<file path="src/design/afd_pkg.sv">
// Shared types, message ids and decode function for the AHRS frame deframer.
`default_nettype none

package afd_pkg;

  // Message id bytes that open a frame
  localparam logic [7:0] ID_MODE_ACK  = 8'h10;
  localparam logic [7:0] ID_EE_READ   = 8'h28;
  localparam logic [7:0] ID_EULER     = 8'h0E;
  localparam logic [7:0] ID_VECT      = 8'h02;
  localparam logic [7:0] ID_RAW_VECT  = 8'h03;
  localparam logic [7:0] ID_EE_WRITE  = 8'h29;

  // Frame kind codes reported on the result channel
  localparam logic [2:0] KIND_MODE_ACK = 3'd0;
  localparam logic [2:0] KIND_EE_READ  = 3'd1;
  localparam logic [2:0] KIND_EULER    = 3'd2;
  localparam logic [2:0] KIND_VECT     = 3'd3;
  localparam logic [2:0] KIND_RAW_VECT = 3'd4;
  localparam logic [2:0] KIND_EE_WRITE = 3'd5;

  // Frame lengths in bytes, id byte included
  localparam logic [4:0] LEN_SHORT = 5'd7;
  localparam logic [4:0] LEN_MID   = 5'd11;
  localparam logic [4:0] LEN_LONG  = 5'd23;

  // Index of the final payload word for each length
  localparam logic [3:0] LAST_WORD_SHORT = 4'd1;
  localparam logic [3:0] LAST_WORD_MID   = 4'd3;
  localparam logic [3:0] LAST_WORD_LONG  = 4'd9;

  typedef struct packed {
    logic       known;
    logic [2:0] kind;
    logic [4:0] len;
    logic [3:0] last_word;
  } id_info_t;

  // Controller to datapath commands
  typedef struct packed {
    logic take;       // input transaction this cycle
    logic check;      // compare checksum, advance tick count
    logic load_err;   // load error result into output register
    logic rd_hi;      // address high byte of current word
    logic rd_lo;      // capture high byte, address low byte
    logic load_word;  // load payload word into output register
  } cmd_t;

  // Datapath to controller status
  typedef struct packed {
    logic frame_done; // current byte completes a frame
    logic sum_ok;     // checksum matched
    logic out_free;   // output register can take a result
    logic last_word;  // current word is the final one
  } status_t;

  // Decode an id byte into known flag, kind, length and final word index
  function automatic id_info_t id_decode(input logic [7:0] id);
    id_info_t info;
    info = '0;
    case (id)
      ID_MODE_ACK: info = '{1'b1, KIND_MODE_ACK, LEN_SHORT, LAST_WORD_SHORT};
      ID_EE_READ:  info = '{1'b1, KIND_EE_READ,  LEN_SHORT, LAST_WORD_SHORT};
      ID_EULER:    info = '{1'b1, KIND_EULER,    LEN_MID,   LAST_WORD_MID};
      ID_VECT:     info = '{1'b1, KIND_VECT,     LEN_LONG,  LAST_WORD_LONG};
      ID_RAW_VECT: info = '{1'b1, KIND_RAW_VECT, LEN_LONG,  LAST_WORD_LONG};
      ID_EE_WRITE: info = '{1'b1, KIND_EE_WRITE, LEN_SHORT, LAST_WORD_SHORT};
      default:     info = '0;
    endcase
    return info;
  endfunction

endpackage

`default_nettype wire

</file>
<file path="src/design/afd_ram.sv">
// Generic single-write, single-read RAM with registered read data.
`default_nettype none

module afd_ram #(
  parameter int WIDTH = 8,
  parameter int DEPTH = 32
) (
  input  wire logic                     clk,
  input  wire logic                     we,
  input  wire logic [$clog2(DEPTH)-1:0] waddr,
  input  wire logic [WIDTH-1:0]         wdata,
  input  wire logic [$clog2(DEPTH)-1:0] raddr,
  output logic      [WIDTH-1:0]         rdata
);

  logic [WIDTH-1:0] mem [DEPTH];

  // Write port and registered read port
  always_ff @(posedge clk) begin
    if (we) begin
      mem[waddr] <= wdata;
    end
    rdata <= mem[raddr];
  end

endmodule

`default_nettype wire

</file>
<file path="src/design/afd_dpath.sv">
// Datapath: frame buffer, running checksum, tick accumulator and output register.
`default_nettype none

module afd_dpath #(
  parameter int FRAME_BYTES_MAX = 32
) (
  input  wire logic            clk,
  input  wire logic            rst,
  input  wire afd_pkg::cmd_t   cmd,
  output afd_pkg::status_t     status,
  input  wire logic [7:0]      rx_byte,
  output logic                 out_valid,
  input  wire logic            out_ready,
  output logic [2:0]           frame_kind,
  output logic                 sum_error,
  output logic [3:0]           word_index,
  output logic signed [15:0]   word_value,
  output logic [31:0]          tick_total,
  output logic                 last
);
  import afd_pkg::*;

  localparam int AW = $clog2(FRAME_BYTES_MAX);

  logic           in_frame;
  logic [4:0]     pos;
  logic [2:0]     kind;
  logic [4:0]     len;
  logic [3:0]     last_word;
  logic [15:0]    sum;
  logic [15:0]    rsum;
  logic [15:0]    tick_new;
  logic [15:0]    prev_tick;
  logic [15:0]    tick_delta;
  logic [31:0]    tick_accum;
  logic [3:0]     widx;
  logic [7:0]     hi_byte;

  id_info_t       info;
  logic           timed;
  logic           ram_we;
  logic [AW-1:0]  ram_waddr;
  logic [AW-1:0]  ram_raddr;
  logic [7:0]     ram_rdata;
  logic [4:0]     word_base;
  logic [4:0]     rd_addr;
  logic           out_free;

  assign info  = id_decode(rx_byte);
  assign timed = (kind inside {KIND_EULER, KIND_VECT, KIND_RAW_VECT});

  // Timer advance wraps at 16 bits before it reaches the 32-bit count
  assign tick_delta = tick_new - prev_tick;

  // Store every byte of the frame, id at address zero
  assign ram_we    = cmd.take && (in_frame || info.known);
  assign ram_waddr = in_frame ? AW'(pos) : '0;

  // Word i sits at bytes 1+2i (high) and 2+2i (low)
  assign word_base = {widx, 1'b0};
  assign rd_addr   = cmd.rd_hi ? (word_base + 5'd1) : (word_base + 5'd2);
  assign ram_raddr = AW'(rd_addr);

  afd_ram #(
    .WIDTH (8),
    .DEPTH (FRAME_BYTES_MAX)
  ) u_store (
    .clk   (clk),
    .we    (ram_we),
    .waddr (ram_waddr),
    .wdata (rx_byte),
    .raddr (ram_raddr),
    .rdata (ram_rdata)
  );

  assign out_free = !out_valid || out_ready;

  // Report status to the controller
  always_comb begin
    status.frame_done = in_frame && (pos == len - 5'd1);
    status.sum_ok     = (sum == rsum);
    status.out_free   = out_free;
    status.last_word  = (widx == last_word);
  end

  // Hold frame state, tick count and output valid
  always_ff @(posedge clk) begin
    if (rst) begin
      in_frame   <= 1'b0;
      prev_tick  <= '0;
      tick_accum <= '0;
      out_valid  <= 1'b0;
    end else begin
      if (cmd.take) begin
        if (!in_frame) begin
          in_frame <= info.known;
        end else if (pos == len - 5'd1) begin
          in_frame <= 1'b0;
        end
      end
      if (cmd.check && status.sum_ok && timed) begin
        tick_accum <= tick_accum + {16'h0000, tick_delta};
        prev_tick  <= tick_new;
      end
      if (cmd.load_err || cmd.load_word) begin
        out_valid <= 1'b1;
      end else if (out_ready) begin
        out_valid <= 1'b0;
      end
    end
  end

  // Accumulate checksum and capture timer and trailing words
  always_ff @(posedge clk) begin
    if (cmd.take) begin
      if (!in_frame) begin
        pos       <= 5'd1;
        kind      <= info.kind;
        len       <= info.len;
        last_word <= info.last_word;
        sum       <= {8'h00, rx_byte};
      end else begin
        pos <= pos + 5'd1;
        if (pos <= len - 5'd3) begin
          sum <= sum + (pos[0] ? {rx_byte, 8'h00} : {8'h00, rx_byte});
        end
        if (pos == len - 5'd4) begin
          tick_new[15:8] <= rx_byte;
        end
        if (pos == len - 5'd3) begin
          tick_new[7:0] <= rx_byte;
        end
        if (pos == len - 5'd2) begin
          rsum[15:8] <= rx_byte;
        end
        if (pos == len - 5'd1) begin
          rsum[7:0] <= rx_byte;
        end
      end
    end

    // Walk the payload words
    if (cmd.check) begin
      widx <= '0;
    end else if (cmd.load_word) begin
      widx <= widx + 4'd1;
    end
    if (cmd.rd_lo) begin
      hi_byte <= ram_rdata;
    end

    // Load the output register
    if (cmd.load_err) begin
      frame_kind <= kind;
      sum_error  <= 1'b1;
      word_index <= '0;
      word_value <= '0;
      tick_total <= tick_accum;
      last       <= 1'b1;
    end else if (cmd.load_word) begin
      frame_kind <= kind;
      sum_error  <= 1'b0;
      word_index <= widx;
      word_value <= {hi_byte, ram_rdata};
      tick_total <= tick_accum;
      last       <= status.last_word;
    end
  end

endmodule

`default_nettype wire

</file>
<file path="src/design/afd_ctrl.sv">
// Controller: sequences byte intake, checksum verdict and word emission.
`default_nettype none

module afd_ctrl (
  input  wire logic             clk,
  input  wire logic             rst,
  input  wire logic             in_valid,
  output logic                  in_ready,
  input  wire afd_pkg::status_t status,
  output afd_pkg::cmd_t         cmd
);
  import afd_pkg::*;

  typedef enum logic [5:0] {
    S_RX   = 6'b000001,
    S_CHK  = 6'b000010,
    S_ERR  = 6'b000100,
    S_RDHI = 6'b001000,
    S_RDLO = 6'b010000,
    S_LOAD = 6'b100000
  } state_t;

  state_t state;
  state_t state_next;

  assign in_ready = (state == S_RX);

  // Decode commands from the current state
  always_comb begin
    cmd           = '0;
    cmd.take      = in_ready && in_valid;
    cmd.check     = (state == S_CHK);
    cmd.load_err  = (state == S_ERR) && status.out_free;
    cmd.rd_hi     = (state == S_RDHI);
    cmd.rd_lo     = (state == S_RDLO);
    cmd.load_word = (state == S_LOAD) && status.out_free;
  end

  // Advance the state machine
  always_comb begin
    state_next = state;
    case (state)
      S_RX: begin
        if (cmd.take && status.frame_done) begin
          state_next = S_CHK;
        end
      end
      S_CHK: begin
        state_next = status.sum_ok ? S_RDHI : S_ERR;
      end
      S_ERR: begin
        if (status.out_free) begin
          state_next = S_RX;
        end
      end
      S_RDHI: begin
        state_next = S_RDLO;
      end
      S_RDLO: begin
        state_next = S_LOAD;
      end
      S_LOAD: begin
        if (status.out_free) begin
          state_next = status.last_word ? S_RX : S_RDHI;
        end
      end
      default: begin
        state_next = S_RX;
      end
    endcase
  end

  always_ff @(posedge clk) begin
    if (rst) begin
      state <= S_RX;
    end else begin
      state <= state_next;
    end
  end

endmodule

`default_nettype wire

</file>
<file path="src/design/ahrs_frame_deframer_unit.sv">
// Top level of the AHRS frame deframer: controller plus datapath.
`default_nettype none

// Byte-serial deframer for an attitude sensor link. Each input transaction
// carries one received byte; while hunting, bytes that are not a known
// message id are dropped, and an id byte opens a frame of 7, 11 or 23 bytes
// that is buffered in a byte RAM while a 16-bit checksum is summed on the fly.
// Bytes are taken one per cycle while the controller is in its receive
// state. The byte that closes a frame is followed by a check state; a bad
// frame then yields a single error result, a good one yields its payload
// words, each through a high-byte read, a low-byte read and a load state,
// since the RAM has a single registered read port. No input is taken from
// the closing byte until the final result is loaded into the output register.
module ahrs_frame_deframer_unit #(
  parameter int FRAME_BYTES_MAX = 32
) (
  input  wire logic                clk,
  input  wire logic                rst,
  input  wire logic                in_valid,
  output logic                     in_ready,
  input  wire logic [7:0]          rx_byte,
  output logic                     out_valid,
  input  wire logic                out_ready,
  output logic [2:0]               frame_kind,
  output logic                     sum_error,
  output logic [3:0]               word_index,
  output logic signed [15:0]       word_value,
  output logic [31:0]              tick_total,
  output logic                     last
);
  import afd_pkg::*;

  cmd_t    cmd;
  status_t status;

  afd_ctrl u_ctrl (
    .clk      (clk),
    .rst      (rst),
    .in_valid (in_valid),
    .in_ready (in_ready),
    .status   (status),
    .cmd      (cmd)
  );

  afd_dpath #(
    .FRAME_BYTES_MAX (FRAME_BYTES_MAX)
  ) u_dpath (
    .clk        (clk),
    .rst        (rst),
    .cmd        (cmd),
    .status     (status),
    .rx_byte    (rx_byte),
    .out_valid  (out_valid),
    .out_ready  (out_ready),
    .frame_kind (frame_kind),
    .sum_error  (sum_error),
    .word_index (word_index),
    .word_value (word_value),
    .tick_total (tick_total),
    .last       (last)
  );

endmodule

`default_nettype wire

</file>
<file path="config.mk">
export PLATFORM = sky130hd
export DESIGN_NAME = ahrs_frame_deframer_unit
export DESIGN_NICKNAME = d
export VERILOG_FILES = /design/src/design/afd_pkg.sv /design/src/design/afd_ram.sv /design/src/design/afd_dpath.sv /design/src/design/afd_ctrl.sv /design/src/design/ahrs_frame_deframer_unit.sv
export SDC_FILE = /design/constraint.sdc
export NUM_CORES = 1
export LEC_CHECK = 0
export BUFFER_PORTS_ARGS = -buffer_cell sky130_fd_sc_hd__buf_2
export CORE_ASPECT_RATIO = 1.2
export CORE_UTILIZATION = 25
export CTS_CLUSTER_SIZE = 20
export DETAILED_ROUTE_END_ITERATION = 8
export REMOVE_ABC_BUFFERS = 1
export SYNTH_ARGS = -nofsm -noshare
export SYNTH_HDL_FRONTEND = slang
export SYNTH_HIERARCHICAL = 1
export SYNTH_SLANG_ARGS = --single-unit
</file>
<file path="constraint.sdc">
create_clock -name clk -period 4.5 [get_ports clk]
set_input_delay 0.9 -clock clk [delete_from_list [all_inputs] [get_ports clk]]
set_output_delay 0.9 -clock clk [all_outputs]
set_load 0.05 [all_outputs]
</file>
Word-level counts from Yosys, hierarchy flattened:

Memories as Yosys holds them, arrays and structs flattened. A register that Yosys moved wholly into a read port is not among the register bits.
Cells that the tools add are included.

* bits of input ports: 12
* memories kept: 1
* RAM bits: 256
* register bits after elaboration: 190
* logic and storage cells: 106

Memory list
* u_dpath.u_store.mem: depth 32, width 8, rd ports 1, clocked after Yosys merged registers in 1, write ports 1, line afd_ram.sv:16 `logic [WIDTH-1:0] mem [DEPTH];`

* $add $sub $neg: 11
* reduce and logical (&&, ||, !) cells: 22
* equality and inequality tests: 25
* $lt $le $gt $ge: 1
* bitwise gates (word level): 1
* multiplexer cells: 22

Operators with widths (number)
* 13-bit one-hot mux with 6 select lines: 1
* 32-bit two-way mux: 2
* 6-bit one-hot mux with 6 select lines: 1
* 32-bit by 16-bit adder with 32-bit output: 1
* 16-bit two-way mux: 2
* 5-bit == test: 4
* 6-bit two-way mux: 3
* 16-bit adder: 1
* 16-bit == test: 1
* 8-bit by 2-bit == test with 1-bit output, second input constant: 2
* 8-bit by 6-bit == test with 1-bit output, second input constant: 2
* 16-bit subtractor: 1
* 3-bit AND reduction: 5
* 5-bit by 1-bit adder with 5-bit output, second input constant: 2
* 5-bit two-way mux: 2
* 5-bit by 2-bit subtractor with 5-bit output, second input constant: 2
* 8-bit by 4-bit == test with 1-bit output, second input constant: 1
* 8-bit by 5-bit == test with 1-bit output, second input constant: 1
* 1-bit logical AND: 8
* 4-bit two-way mux: 2
* 8-bit two-way mux: 1
* 3-bit by 2-bit == test with 1-bit output, second input constant: 2
* 6-bit by 1-bit == test with 1-bit output, second input constant: 1
* 6-bit by 2-bit == test with 1-bit output, second input constant: 1
* 21 further kinds: 33

Longest topological paths before layout:

Gate-level depths: netlist of the first run.

* depth after elaboration: 6
* gate-level depth with buffers: 19
* gate-level depth less buffers: 18

Hierarchy:

Netlist of the first run, hierarchy kept.

Modules (own cells, without submodules)
* afd_ram: instances 1, area an instance 10053.4 um2, cells an instance 417, sequential area each 7847.5 um2
* afd_dpath: instances 1, area an instance 9208.8 um2, cells an instance 842, sequential area each 4614.4 um2
* afd_ctrl: instances 1, area an instance 412.9 um2, cells an instance 45, sequential area each 120.1 um2

Worst setup path before layout of the first run:

No wires, ideal clock.

* path kind: register to register
* start: reg u_dpath.tick_new[0]
* end: reg u_dpath.tick_accum[31]
* arrival: 3657 ps
* slack: 772 ps
* library setup time: 70 ps
* required time: 4430 ps
* stages on the path, launching flop included: 19
* cells stage by stage: edfxtp_1 inv_1 ha_1 fa_1 nor2b_1 o21ai_0 a21boi_0 o21ai_0 o21ai_0 a41oi_1 xnor2_1 ha_1 and4_1 nor2b_1 a31oi_1 a21oi_1 nand4_2 or3_1 a21oi_1

* word-level cells in the longest chain between the ends: 2

RTL lines
* start: declaration: line afd_dpath.sv:32 `logic [15:0] tick_new;`
* start signal: assignment: line afd_dpath.sv:131 `tick_new[7:0] <= rx_byte;`
* 16-bit subtractor: line afd_dpath.sv:53 `assign tick_delta = tick_new - prev_tick;`
* 32-bit by 16-bit adder with 32-bit output: line afd_dpath.sv:102 `tick_accum <= tick_accum + {16'h0000, tick_delta};`
* end signal: assignment: line afd_dpath.sv:102
* end: declaration: line afd_dpath.sv:35 `logic [31:0] tick_accum;`

Every way passes these cells.
A chain may end at the register's enable or synchronous reset.

Worst setup path in the final report of the first run:

Same ends and word-level chain as after synthesis.

==> results of run 1 <==
[per-stage QoR]
step	area [µm²]	setup WS [ns]	util, %	TNS [ns]
after global routing	23000	0.000505	29.6	0
after global placement	21500	0.199	27.7	0
final	23000	0.299	29.6	0
after floorplan	19400	-4.12	-	-34.33
after CTS	23000	0.0900	29.6	0
after detailed placement	21500	0.154	27.7	0
[synth_stat cells, drive strengths merged, types with 9 or more instances]
| cell | count | share of area [%] |
|---|---|---|
| buf | 26 | 0.86 |
| xor2 | 24 | 1.1 |
| nand2b | 11 | 0.35 |
| ha | 57 | 3.6 |
| nor2b | 27 | 0.86 |
| nand3b | 9 | 0.41 |
| o21ai | 31 | 0.81 |
| nand2 | 38 | 0.72 |
| nor3 | 18 | 0.46 |
| mux4 | 80 | 9.2 |
| a21oi | 36 | 0.92 |
| edfxtp | 359 | 55 |
| nor2 | 132 | 2.5 |
| clkbuf | 24 | 0.46 |
| and2 | 22 | 0.71 |
| nand4 | 11 | 0.38 |
| inv | 42 | 0.80 |
| nand3 | 15 | 0.38 |
| and3 | 13 | 0.41 |
| or3 | 10 | 0.34 |
| mux2i | 53 | 2.7 |
| mux2 | 18 | 1.0 |
| dfxtp | 90 | 9.2 |
| a21o | 16 | 0.61 |
| xnor2 | 54 | 2.4 |
[logic make-up after synthesis]
logic type,count (synthesis)
flip-flops,449
AND/OR/NAND/NOR,332
multiplexers,151
AO/OA/AOI/OAI,142
buffers and inverters,92
XOR/XNOR,78
adder cells (fa/ha/maj),60
[report_power, final]
part	switching [W]	internal (W)	total (W)	leakage, nW
Sequential	0.000108	0.00460	0.00471	4.00
Clock	0.00160	0.00215	0.00375	0.718
Combinational	0.000640	0.000541	0.00118	3.15
[cell type report]
type | count | area, µm² | area share, %
clock inverters | 26 | 309 | 1.34
diodes | 2 | 5.00 | 0.0217
inverters | 42 | 158 | 0.685
multi-input cells | 763 | 6720 | 29.2
well taps | 1026 | 1280 | 5.58
flip-flops and latches | 449 | 12600 | 54.6
clock buffers | 56 | 1170 | 5.06
repair buffers | 127 | 803 | 3.49
[critical path, stage by stage, from the launching register on]
cell,delay [ns]
edfxtp_1,0.34
inv_1,0.05
ha_1,0.22
fa_1,0.41
nor2b_1,0.12
o21ai_0,0.11
a21boi_1,0.28
o21ai_1,0.17
o21ai_1,0.21
a41oi_1,0.16
xnor2_1,0.19
ha_1,0.33
and4_1,0.26
nor2b_1,0.14
a31oi_1,0.10
a21oi_1,0.29
nand4_2,0.19
or3_1,0.40
a21oi_1,0.15
[metal layers]
| metal | track usage (%) | routed length [µm] |
|---|---|---|
| met1 | 13.4 | 18800 |
| met2 | 19.5 | 22100 |
| met3 | 1.95 | 1980 |
| met4 | 3.26 | 959 |
| met5 | 0 | 19 |
[registers in the layout (all words and copies together) (netlist names), 6 cells and up]
| signal | flops |
|---|---|
| u_dpath/u_store/mem | 256 |
| u_dpath/tick_accum | 32 |
| u_dpath/tick_total | 32 |
| u_dpath/prev_tick | 16 |
| u_dpath/rsum | 16 |
| u_dpath/sum | 16 |
| u_dpath/tick_new | 16 |
| u_dpath/word_value | 16 |
| u_dpath/hi_byte | 8 |
| u_dpath/u_store/rdata | 8 |
| u_ctrl/state | 6 |
[worst paths after layout]
kind	from	to	slack, ns	depth (start not counted)
max	u_dpath/tick_new[0]	u_dpath/tick_accum[31]	0.30	18
max reg2reg	u_dpath/tick_new[0]	u_dpath/tick_accum[31]	0.30	18
min	u_dpath/u_store/rdata[1]	u_dpath/hi_byte[1]	0.45	0
min reg2reg	u_dpath/u_store/rdata[1]	u_dpath/hi_byte[1]	0.45	0
==> results by group, run 1 <==
Status
  • Status: complete, no violations

Power and ir drop
  • Maximum VDD drop: 0.000274 V
  • Power density over the cells: 418 nW/µm²
  • PnR Total Power: 0.00963 W
  • LEAKAGE: 7.87 nW

Finish
  • Most common cell after layout, fill and taps aside: edfxtp_1
  • Layout cells sized above 1: 21.4%
  • Fillers: 7,741
  • Area Overhead vs Synth: 17.0%
  • Final nets: 1,499
  • Most frequent cells in the layout: edfxtp_1, nor2_1, dfxtp_1, mux4_2, buf_2
  • Layout Cells excl Fill: 2,491

Detailed routing
  • Drt drc: 0
  • Iter 0 DRT Violations: 677
  • Drt total wl: 43.8 mm
  • Detailed-router iteration count before antenna repair: 5
  • Via density: 4.49
  • WL/cell: 17.6 µm
  • ANT nets after route: 0
  • Vias: 11,192

Timing
  • Skew final: 0.0442 ns
  • Final Max Tran Viols: 0
  • FMAX: 0.238 GHz
  • Tmin final: 4.20 ns
  • Final setup fails: 0
  • Worst slew pin tran: 1.20 ns
  • Final hold violations: 0
  • Tcrit/Tclk final: 93.4%
  • RSZ-0062 raised after global routing: no
  • Final Hold Slack: 0.447 ns
  • Max-slew headroom: 19.4%

Clock tree
  • Worst-case clock buffer depth: 3
  • Clock transition at path regs: 0.06 ns
  • Hold_buf cts: 0
  • Num CTS Buffers: 44
  • H-Tree Depth: 2
  • Clock root cell: clkbuf_16
  • Clock sink count: 449
  • Post-CTS setup buffer count: 0
  • Quantity of gates resized following cts: 0
  • Clock latency at the later pin of the worst-skew pair: 0.59 ns
  • CTS tree: built

Hold path
  • Hold WC Path Type: flop to flop

Yosys
  • Post-synthesis register bit count: 449
  • Synthesized-area fraction occupied by adder cells: 3.93%
  • Async SR Flop Fraction: 0%
  • Yosys warns: 6
  • Syn Area/Cell: 15.1 µm²
  • Xor/xnor share of the synthesized area: 3.47%
  • Main combinational cell family by area after synthesis: multiplexers
  • Synth Flop Type: edfxtp_1
  • Complex-gate fraction of the synthesized area: 4.83%
  • Post-synthesis cell count: 1,304
  • Mapped Area: 19,700 µm²
  • Post-synth EDFFs: 359
  • Post-synth cell types: 76
  • Synth Area in Simple Gates: 8.81%
  • Post-synthesis sequential area ratio: 63.9%
  • Proportion of synthesized area in mux cells: 12.9%

Critical path
  • CP endpoint kind: flop
  • Setup CP Type: flop to flop
  • CP startpoint kind: flop
  • Worst Path Max Fanout: 5
  • CP Data Arrival Time: 4.71 ns
  • CP Data Required Time: 5.01 ns

Die
  • Io pins: 71
  • Die ar.: 79,800 µm²
  • Starting Density: 25.3%
  • Die Wd: 258 µm
  • Row cnt: 112
  • Height of the die: 309 µm
  • Placeable Area: 77,800 µm²

Global routing
  • First-pass GRT wire length: 67.4 mm
  • Vias in the first global route: 11,316
  • Grt ovf: 0
  • Maximum number of pins on one net before global-route repair: 69
  • Antenna violations before repair: 2
  • GRT Util Overall: 10.9%

Placed design
  • Port-buffer cells: 70
  • Dpl hpwl: 29.6 mm
  • DP Cell Count: 2,407
  • GP Congestion: 0.846

Flow run
  • Max-cap violations: 0
No activity file was read; power rests on OpenSTA's default activity.
==> run 2, diff against run 1 <==
--- a/config.mk
+++ b/config.mk
@@ -7,9 +7,10 @@
 export LEC_CHECK = 0
 export BUFFER_PORTS_ARGS = -buffer_cell sky130_fd_sc_hd__buf_2
 export CORE_ASPECT_RATIO = 1.2
-export CORE_UTILIZATION = 25
+export CORE_UTILIZATION = 55
 export CTS_CLUSTER_SIZE = 20
 export DETAILED_ROUTE_END_ITERATION = 8
+export PLACE_DENSITY = 0.72
 export REMOVE_ABC_BUFFERS = 1
 export SYNTH_ARGS = -nofsm -noshare
 export SYNTH_HDL_FRONTEND = slang
==> results by group, run 2 (synthesis gave the netlist of run 1 again) <==
Critical path
  • Flop2flop setup slack: 0.30 ns (about the same)
  • Crit path launch: u_dpath/tick_new[1]
  • CP Data Required Time: 4.99 ns (-0.02 ns)
  • RR Endpoint: u_dpath/tick_accum[31]
  • Setup CP Type: flop to flop
  • FF-to-FF Start: u_dpath/tick_new[1]
  • CP endpoint kind: flop
  • CP Data Arrival Time: 4.68 ns (-0.03 ns)
  • Reg2Reg Depth: 16 (-2)
  • CP startpoint kind: flop
  • Worst Path Max Fanout: 5 (unchanged)

Power and ir drop
  • PnR Total Power: 0.00963 W (about the same)
  • Maximum VDD drop: 0.000363 V (+33%)
  • LEAKAGE: 7.91 nW (+0.49%)
  • Power density over the cells: 430 nW/µm² (+2.9%)

Placed design
  • Dpl hpwl: 26.8 mm (-9.3%)
  • Placement Setup Slack: 0.204 ns (+0.0496 ns)
  • Area after DPL: 20,900 µm² (-3.1%)
  • Port-buffer cells: 70 (unchanged)
  • GP Congestion: 0.925 (+9.3%)

Clock tree
  • H-Tree Depth: 2 (unchanged)
  • Quantity of gates resized following cts: 0 (unchanged)
  • Post-CTS setup buffer count: 0 (unchanged)
  • Clock root cell: clkbuf_16
  • Hold_buf cts: 0 (unchanged)
  • CTS tree: built
  • Clock sink count: 449 (unchanged)
  • Worst-case clock buffer depth: 3 (unchanged)
  • Clock transition at path regs: 0.06 ns (about the same)
  • Clock latency at the later pin of the worst-skew pair: 0.57 ns (-0.02 ns)
  • Num CTS Buffers: 45 (+2.3%)

Global routing
  • First-pass GRT wire length: 62.9 mm (-6.7%)
  • Maximum number of pins on one net before global-route repair: 69 (unchanged)
  • Vias in the first global route: 11,329 (+0.11%)
  • GRT Util Overall: 22.4% (+11 points)
  • Antenna violations before repair: 0 (-2)
  • Grt ovf: 0 (unchanged)

Timing
  • Final setup fails: 0 (unchanged)
  • Worst slew pin tran: 1.18 ns (-0.0248 ns)
  • Final hold violations: 0 (unchanged)
  • FMAX: 0.238 GHz (about the same)
  • RSZ-0062 raised after global routing: no
  • Tcrit/Tclk final: 93.3% (about the same)
  • Tmin final: 4.20 ns (-0.00372 ns)
  • Final Max Tran Viols: 0 (unchanged)
  • Setup TNS: 0 ns (unchanged)
  • Skew final: 0.0199 ns (-0.0244 ns)
  • Max-slew headroom: 21.0% (+1.6 points)
  • Setup ws final: 0.302 ns (+0.00372 ns)

Flow run
  • Max-cap violations: 0 (unchanged)

Detailed routing
  • ANT nets after route: 0 (unchanged)
  • WL/cell: 20.6 µm (+17%)
  • Via density: 5.81 (+29%)
  • Drt total wl: 39.8 mm (-9.2%)
  • Vias: 11,221 (+0.26%)
  • Detailed-router iteration count before antenna repair: 5 (unchanged)
  • Iter 0 DRT Violations: 799 (+18%)
  • Drt drc: 0 (unchanged)

Die
  • Die ar.: 36,500 µm² (-54%)
  • Die Wd: 175 µm (-32%)
  • Placeable Area: 35,100 µm² (-55%)
  • Height of the die: 209 µm (-32%)
  • Starting Density: 56.1% (+31 points)
  • Io pins: 71 (unchanged)
  • Row cnt: 75 (-33%)

Finish
  • Most flops, register: u_dpath/u_store/mem
  • Final nets: 1,506 (+0.47%)
  • Most common cell after layout, fill and taps aside: edfxtp_1
  • Max FFs per register: 256 (unchanged)
  • Biggest regs: u_dpath/u_store/mem (256), u_dpath/tick_accum (32), u_dpath/tick_total (32)
  • Most frequent cells in the layout: edfxtp_1, nor2_1, dfxtp_1, mux4_2, buf_2
  • Fin area: 22,400 µm² (-2.8%)
  • N_diodes: 0 (-2)
  • Layout cells sized above 1: 21.7% (+0.32 points)
  • Area Overhead vs Synth: 13.7%

Hold path
  • Hold path startpoint: u_dpath/u_store/rdata[5]
  • Hold depth: 0 (unchanged)
  • Hold WC Path Type: flop to flop
  • Hold Path Sink: u_dpath/hi_byte[5]

Status
  • Status: complete, no violations
==> run 2: metrics by stage <==
stage | utilization (%) | hold WS (ns) | instances
after global routing | 63.7 | 0.463 | 1931
after floorplan | - | 0.408 | 1254
after CTS | 63.7 | 0.448 | 1931
after global placement | 59.4 | 0.413 | 1849
after detailed placement | 59.4 | 0.428 | 1849
final | 63.7 | 0.447 | 1931
==> run 2: report_power, final <==
group	leakage (nW)	total [W]	switching (W)	internal (W)
Combinational	3.17	0.00119	0.000642	0.000544
Clock	0.734	0.00374	0.00152	0.00222
Sequential	4.00	0.00470	0.000102	0.00460
Total	7.91	0.00963	0.00226	0.00736
==> run 2: worst max-delay path: stages (launching register included) <==
cell and delay (ns):
edfxtp_1 0.42, ha_1 0.31, nor2b_1 0.13, o21a_1 0.20, a311o_1 0.36, nand2_1 0.13, o21ai_0 0.19, o41ai_1 0.38
xnor2_1 0.11, ha_1 0.36, and4_1 0.27, nor2b_1 0.18, a31oi_1 0.13, a21oi_2 0.26, nand4_2 0.17, or3_1 0.40
a21oi_1 0.14
==> run 2: worst max path at each step <==
| stage | to | slack (ns) | cells past startpoint |
|---|---|---|---|
| 2_1_floorplan | u_dpath/u_store/rdata[0] | -4.12 | 5 |
| 3_3_place_gp | u_dpath/tick_accum[31] | 0.30 | 18 |
| 3_5_place_dp | u_dpath/tick_accum[31] | 0.20 | 18 |
| 4_1_cts | u_dpath/tick_accum[31] | 0.15 | 18 |
| 5_1_grt | u_dpath/tick_accum[31] | 0.02 | 18 |
| 6_report | u_dpath/tick_accum[31] | 0.30 | 16 |
==> run 2: area by class of cell <==
type | instances | area [µm²]
timing repair buffer | 133 | 848
inverter | 42 | 158
sequential | 449 | 12600
fill | 2574 | 12700
tap | 462 | 578
clock buffer | 64 | 1320
multi-input combinational | 763 | 6700
clock inverter | 18 | 184
==> run 2: per-layer routing <==
metal  global-route usage [%]  up-vias  share of wire (%)
met2                     39.4      294                 51
met5                        0        -                  0
met3                     3.02       82                4.3
met1                     28.4     5616                 42
li1                         -     5229                  -
met4                     8.01        0                3.0
==> run 3, diff against run 2 <==
--- a/config.mk
+++ b/config.mk
@@ -5,6 +5,7 @@
 export SDC_FILE = /design/constraint.sdc
 export NUM_CORES = 1
 export LEC_CHECK = 0
+export ABC_AREA = 1
 export BUFFER_PORTS_ARGS = -buffer_cell sky130_fd_sc_hd__buf_2
 export CORE_ASPECT_RATIO = 1.2
 export CORE_UTILIZATION = 55
==> results by group, run 3 <==
Status
  • Status: complete, no violations

Yosys
  • Syn Area/Cell: 9.65 µm² (-36%)
  • Post-synthesis sequential area ratio: 60.1% (-3.9 points)
  • Dominant cells by area after synthesis: edfxtp_1, nand2_1, dfxtp_1
  • Post-synth cell types: 44 (-42%)
  • Largest area contributor in the netlist: edfxtp_1
  • Top-count cell post-synth: nand2_1
  • Post-synthesis register bit count: 449 (unchanged)
  • Mapped Area: 21,000 µm² (+6.5%)
  • Most instantiated cells after synthesis: nand2_1, edfxtp_1, nand3_1
  • Yosys warns: 6 (unchanged)
  • Synth Flop Type: edfxtp_1
  • Async SR Flop Fraction: 0% (unchanged)
  • Post-synthesis cell count: 2,172 (+67%)
  • Top cell type's share of synthesized area: 51.5% (-3.3 points)
  • Post-synth EDFFs: 359 (unchanged)

Timing
  • Final setup fails: 0 (unchanged)
  • Max-slew headroom: 26.6% (+5.6 points)
  • Tmin final: 3.52 ns (-0.674 ns)
  • Skew final: 0.0168 ns (-0.00310 ns)
  • Tcrit/Tclk final: 78.3% (-15 points)
  • FMAX: 0.284 GHz (+19%)
  • RSZ-0062 raised after global routing: no
  • Final Hold Slack: 0.436 ns (-0.0106 ns)
  • Setup ws final: 0.976 ns (+0.674 ns)
  • Final hold violations: 0 (unchanged)
  • Worst slew pin tran: 1.10 ns (-0.0782 ns)
  • Final Max Tran Viols: 0 (unchanged)

Placed design
  • Port-buffer cells: 70 (unchanged)
  • Placement Setup Slack: 1.00 ns (+0.801 ns)
  • Area after DPL: 21,900 µm² (+4.8%)
  • Dpl hpwl: 34.3 mm (+28%)
  • GP Congestion: 0.960 (+3.8%)

Hold path
  • Hold Path Sink: u_dpath/hi_byte[2]
  • Hold depth: 0 (unchanged)
  • Hold WC Path Type: flop to flop
  • Hold path startpoint: u_dpath/u_store/rdata[2]

Global routing
  • Vias in the first global route: 15,122 (+33%)
  • Grt ovf: 0 (unchanged)
  • Antenna violations before repair: 2 (+2)
  • GRT Util Overall: 26.8% (+4.4 points)
  • Maximum number of pins on one net before global-route repair: 82 (+19%)
  • First-pass GRT wire length: 80.9 mm (+29%)

Finish
  • N_diodes: 0 (unchanged)
  • Max FFs per register: 256 (unchanged)
  • Fin area: 23,400 µm² (+4.7%)
  • Most flops, register: u_dpath/u_store/mem
  • Most common cell after layout, fill and taps aside: nand2_1
  • Layout cells sized above 1: 9.97% (-12 points)
  • Fillers: 2,988 (+16%)
  • Most frequent cells in the layout: nand2_1, edfxtp_1, nand3_1, inv_1, nor2_1
  • Biggest regs: u_dpath/u_store/mem (256), u_dpath/tick_accum (32), u_dpath/tick_total (32)
  • Final nets: 2,345 (+56%)
  • Area Overhead vs Synth: 11.7%

Clock tree
  • Post-CTS setup buffer count: 0 (unchanged)
  • Quantity of gates resized following cts: 0 (unchanged)
  • H-Tree Depth: 2 (unchanged)
  • Worst-case clock buffer depth: 3 (unchanged)
  • CTS tree: built
  • Clock root cell: clkbuf_16
  • Num CTS Buffers: 44 (-2.2%)
  • Hold_buf cts: 0 (unchanged)
  • Clock sink count: 449 (unchanged)
  • Clock latency at the later pin of the worst-skew pair: 0.57 ns (about the same)
  • Clock transition at path regs: 0.06 ns (about the same)

Die
  • Die ar.: 38,900 µm² (+6.4%)
  • Row cnt: 77 (+2.7%)
  • Die Wd: 180 µm (+3.2%)
  • Height of the die: 216 µm (+3.2%)
  • Starting Density: 56.3% (+0.27 points)
  • Placeable Area: 37,200 µm² (+6.0%)
  • Io pins: 71 (unchanged)

Detailed routing
  • Detailed-router iteration count before antenna repair: 6 (+1)
  • WL/cell: 18.3 µm (-11%)
  • Via density: 5.57 (-4.1%)
  • Drt total wl: 51.0 mm (+28%)
  • Iter 0 DRT Violations: 1,334 (+67%)
  • Drt drc: 0 (unchanged)
  • Vias: 15,497 (+38%)
  • ANT nets after route: 0 (unchanged)

Flow run
  • Max-cap violations: 0 (unchanged)

Critical path
  • CP Data Required Time: 4.96 ns (-0.03 ns)
  • CP endpoint kind: flop
  • Setup CP Type: flop to flop
  • RR Endpoint: u_dpath/tick_accum[22]
  • CP Data Arrival Time: 3.98 ns (-0.70 ns)
  • FF-to-FF Start: u_dpath/tick_new[0]
  • Crit path launch: u_dpath/tick_new[0]
  • Flop2flop setup slack: 0.98 ns (+0.67 ns)
  • Reg2Reg Depth: 22 (+6)
  • CP startpoint kind: flop
  • Worst Path Max Fanout: 4 (-1)

Power and ir drop
  • Power density over the cells: 377 nW/µm² (-12%)
  • Maximum VDD drop: 0.000324 V (-11%)
  • LEAKAGE: 9.56 nW (+21%)
-- run 3: cells by family (layout without fill, tap and decap cells) --
logic type	count (synthesis)	in the layout	share of synthesized area [%]
xor gates and xnor gates	43	43	1.80
adders and majority gates	60	60	3.69
DFF	449	449	60.1
AOI/OAI and AO/OA	206	206	5.60
and+or+nand+nor	1123	1123	22.5
buffers and inverters	291	427	6.33
-- run 3: metal layers --
layer	GRT usage, %	vias to the layer above	part of all wire, %
met3	3.17	111	6.1
met4	10.5	0	3.6
li1	-	7492	-
met1	33.1	7306	40
met2	47.8	588	50
met5	0	-	0
-- run 3: how the worst max path moves through the flow --
stage | end | cells after the start
after floorplan | u_dpath/u_store/rdata[1] | 12
after global placement | u_dpath/tick_accum[19] | 20
after detailed placement | u_dpath/tick_accum[19] | 20
after CTS | u_dpath/tick_accum[29] | 21
after global routing | u_dpath/tick_accum[22] | 22
final | u_dpath/tick_accum[22] | 22
-- run 3: power breakdown --
part	switching (W)	internal, W
clock network	0.00154	0.00237
logic	0.000265	0.000108
registers	0.0000361	0.00451
-- run 3: critical path, cell delays in order (launching register included) --
cell and delay, ns:
edfxtp_1 0.33, inv_1 0.06, ha_1 0.23, fa_1 0.40, o21ai_0 0.36, nand2_1 0.09, nand2_1 0.12, nand2_1 0.06
nand2_1 0.09, a21oi_1 0.08, xnor2_1 0.13, ha_1 0.36, nand2_1 0.10, nor2_1 0.14, inv_1 0.08, nor3_1 0.13
nand2_1 0.08, nand3_1 0.20, nand2_1 0.09, nand2_1 0.09, nand3_1 0.07, nand2_1 0.08, nor2_1 0.04
-- run 3: area by class of cell --
| class | count | area, µm² | share of cell area [%] |
|---|---|---|---|
| Timing Repair Buffer | 131 | 821 | 3.51 |
| Sequential cell | 449 | 12600 | 53.7 |
| Clock inverter | 24 | 377 | 1.61 |
| Multi-Input combinational cell | 1432 | 7060 | 30.2 |
| Inverter | 215 | 810 | 3.46 |
| Tap cell | 474 | 593 | 2.53 |
| Clock buffer | 57 | 1170 | 5.00 |
-- run 3: per-stage QoR --
stage	util, %	TNS [ns]	power (W)	instances
after floorplan	-	-17.55	0.00484	2096
after global placement	58.8	0	0.00500	2701
after detailed placement	58.8	0	0.00501	2701
after CTS	63.0	0	0.00889	2782
after global routing	63.0	0	0.00908	2782
final	63.0	0	0.00883	2782
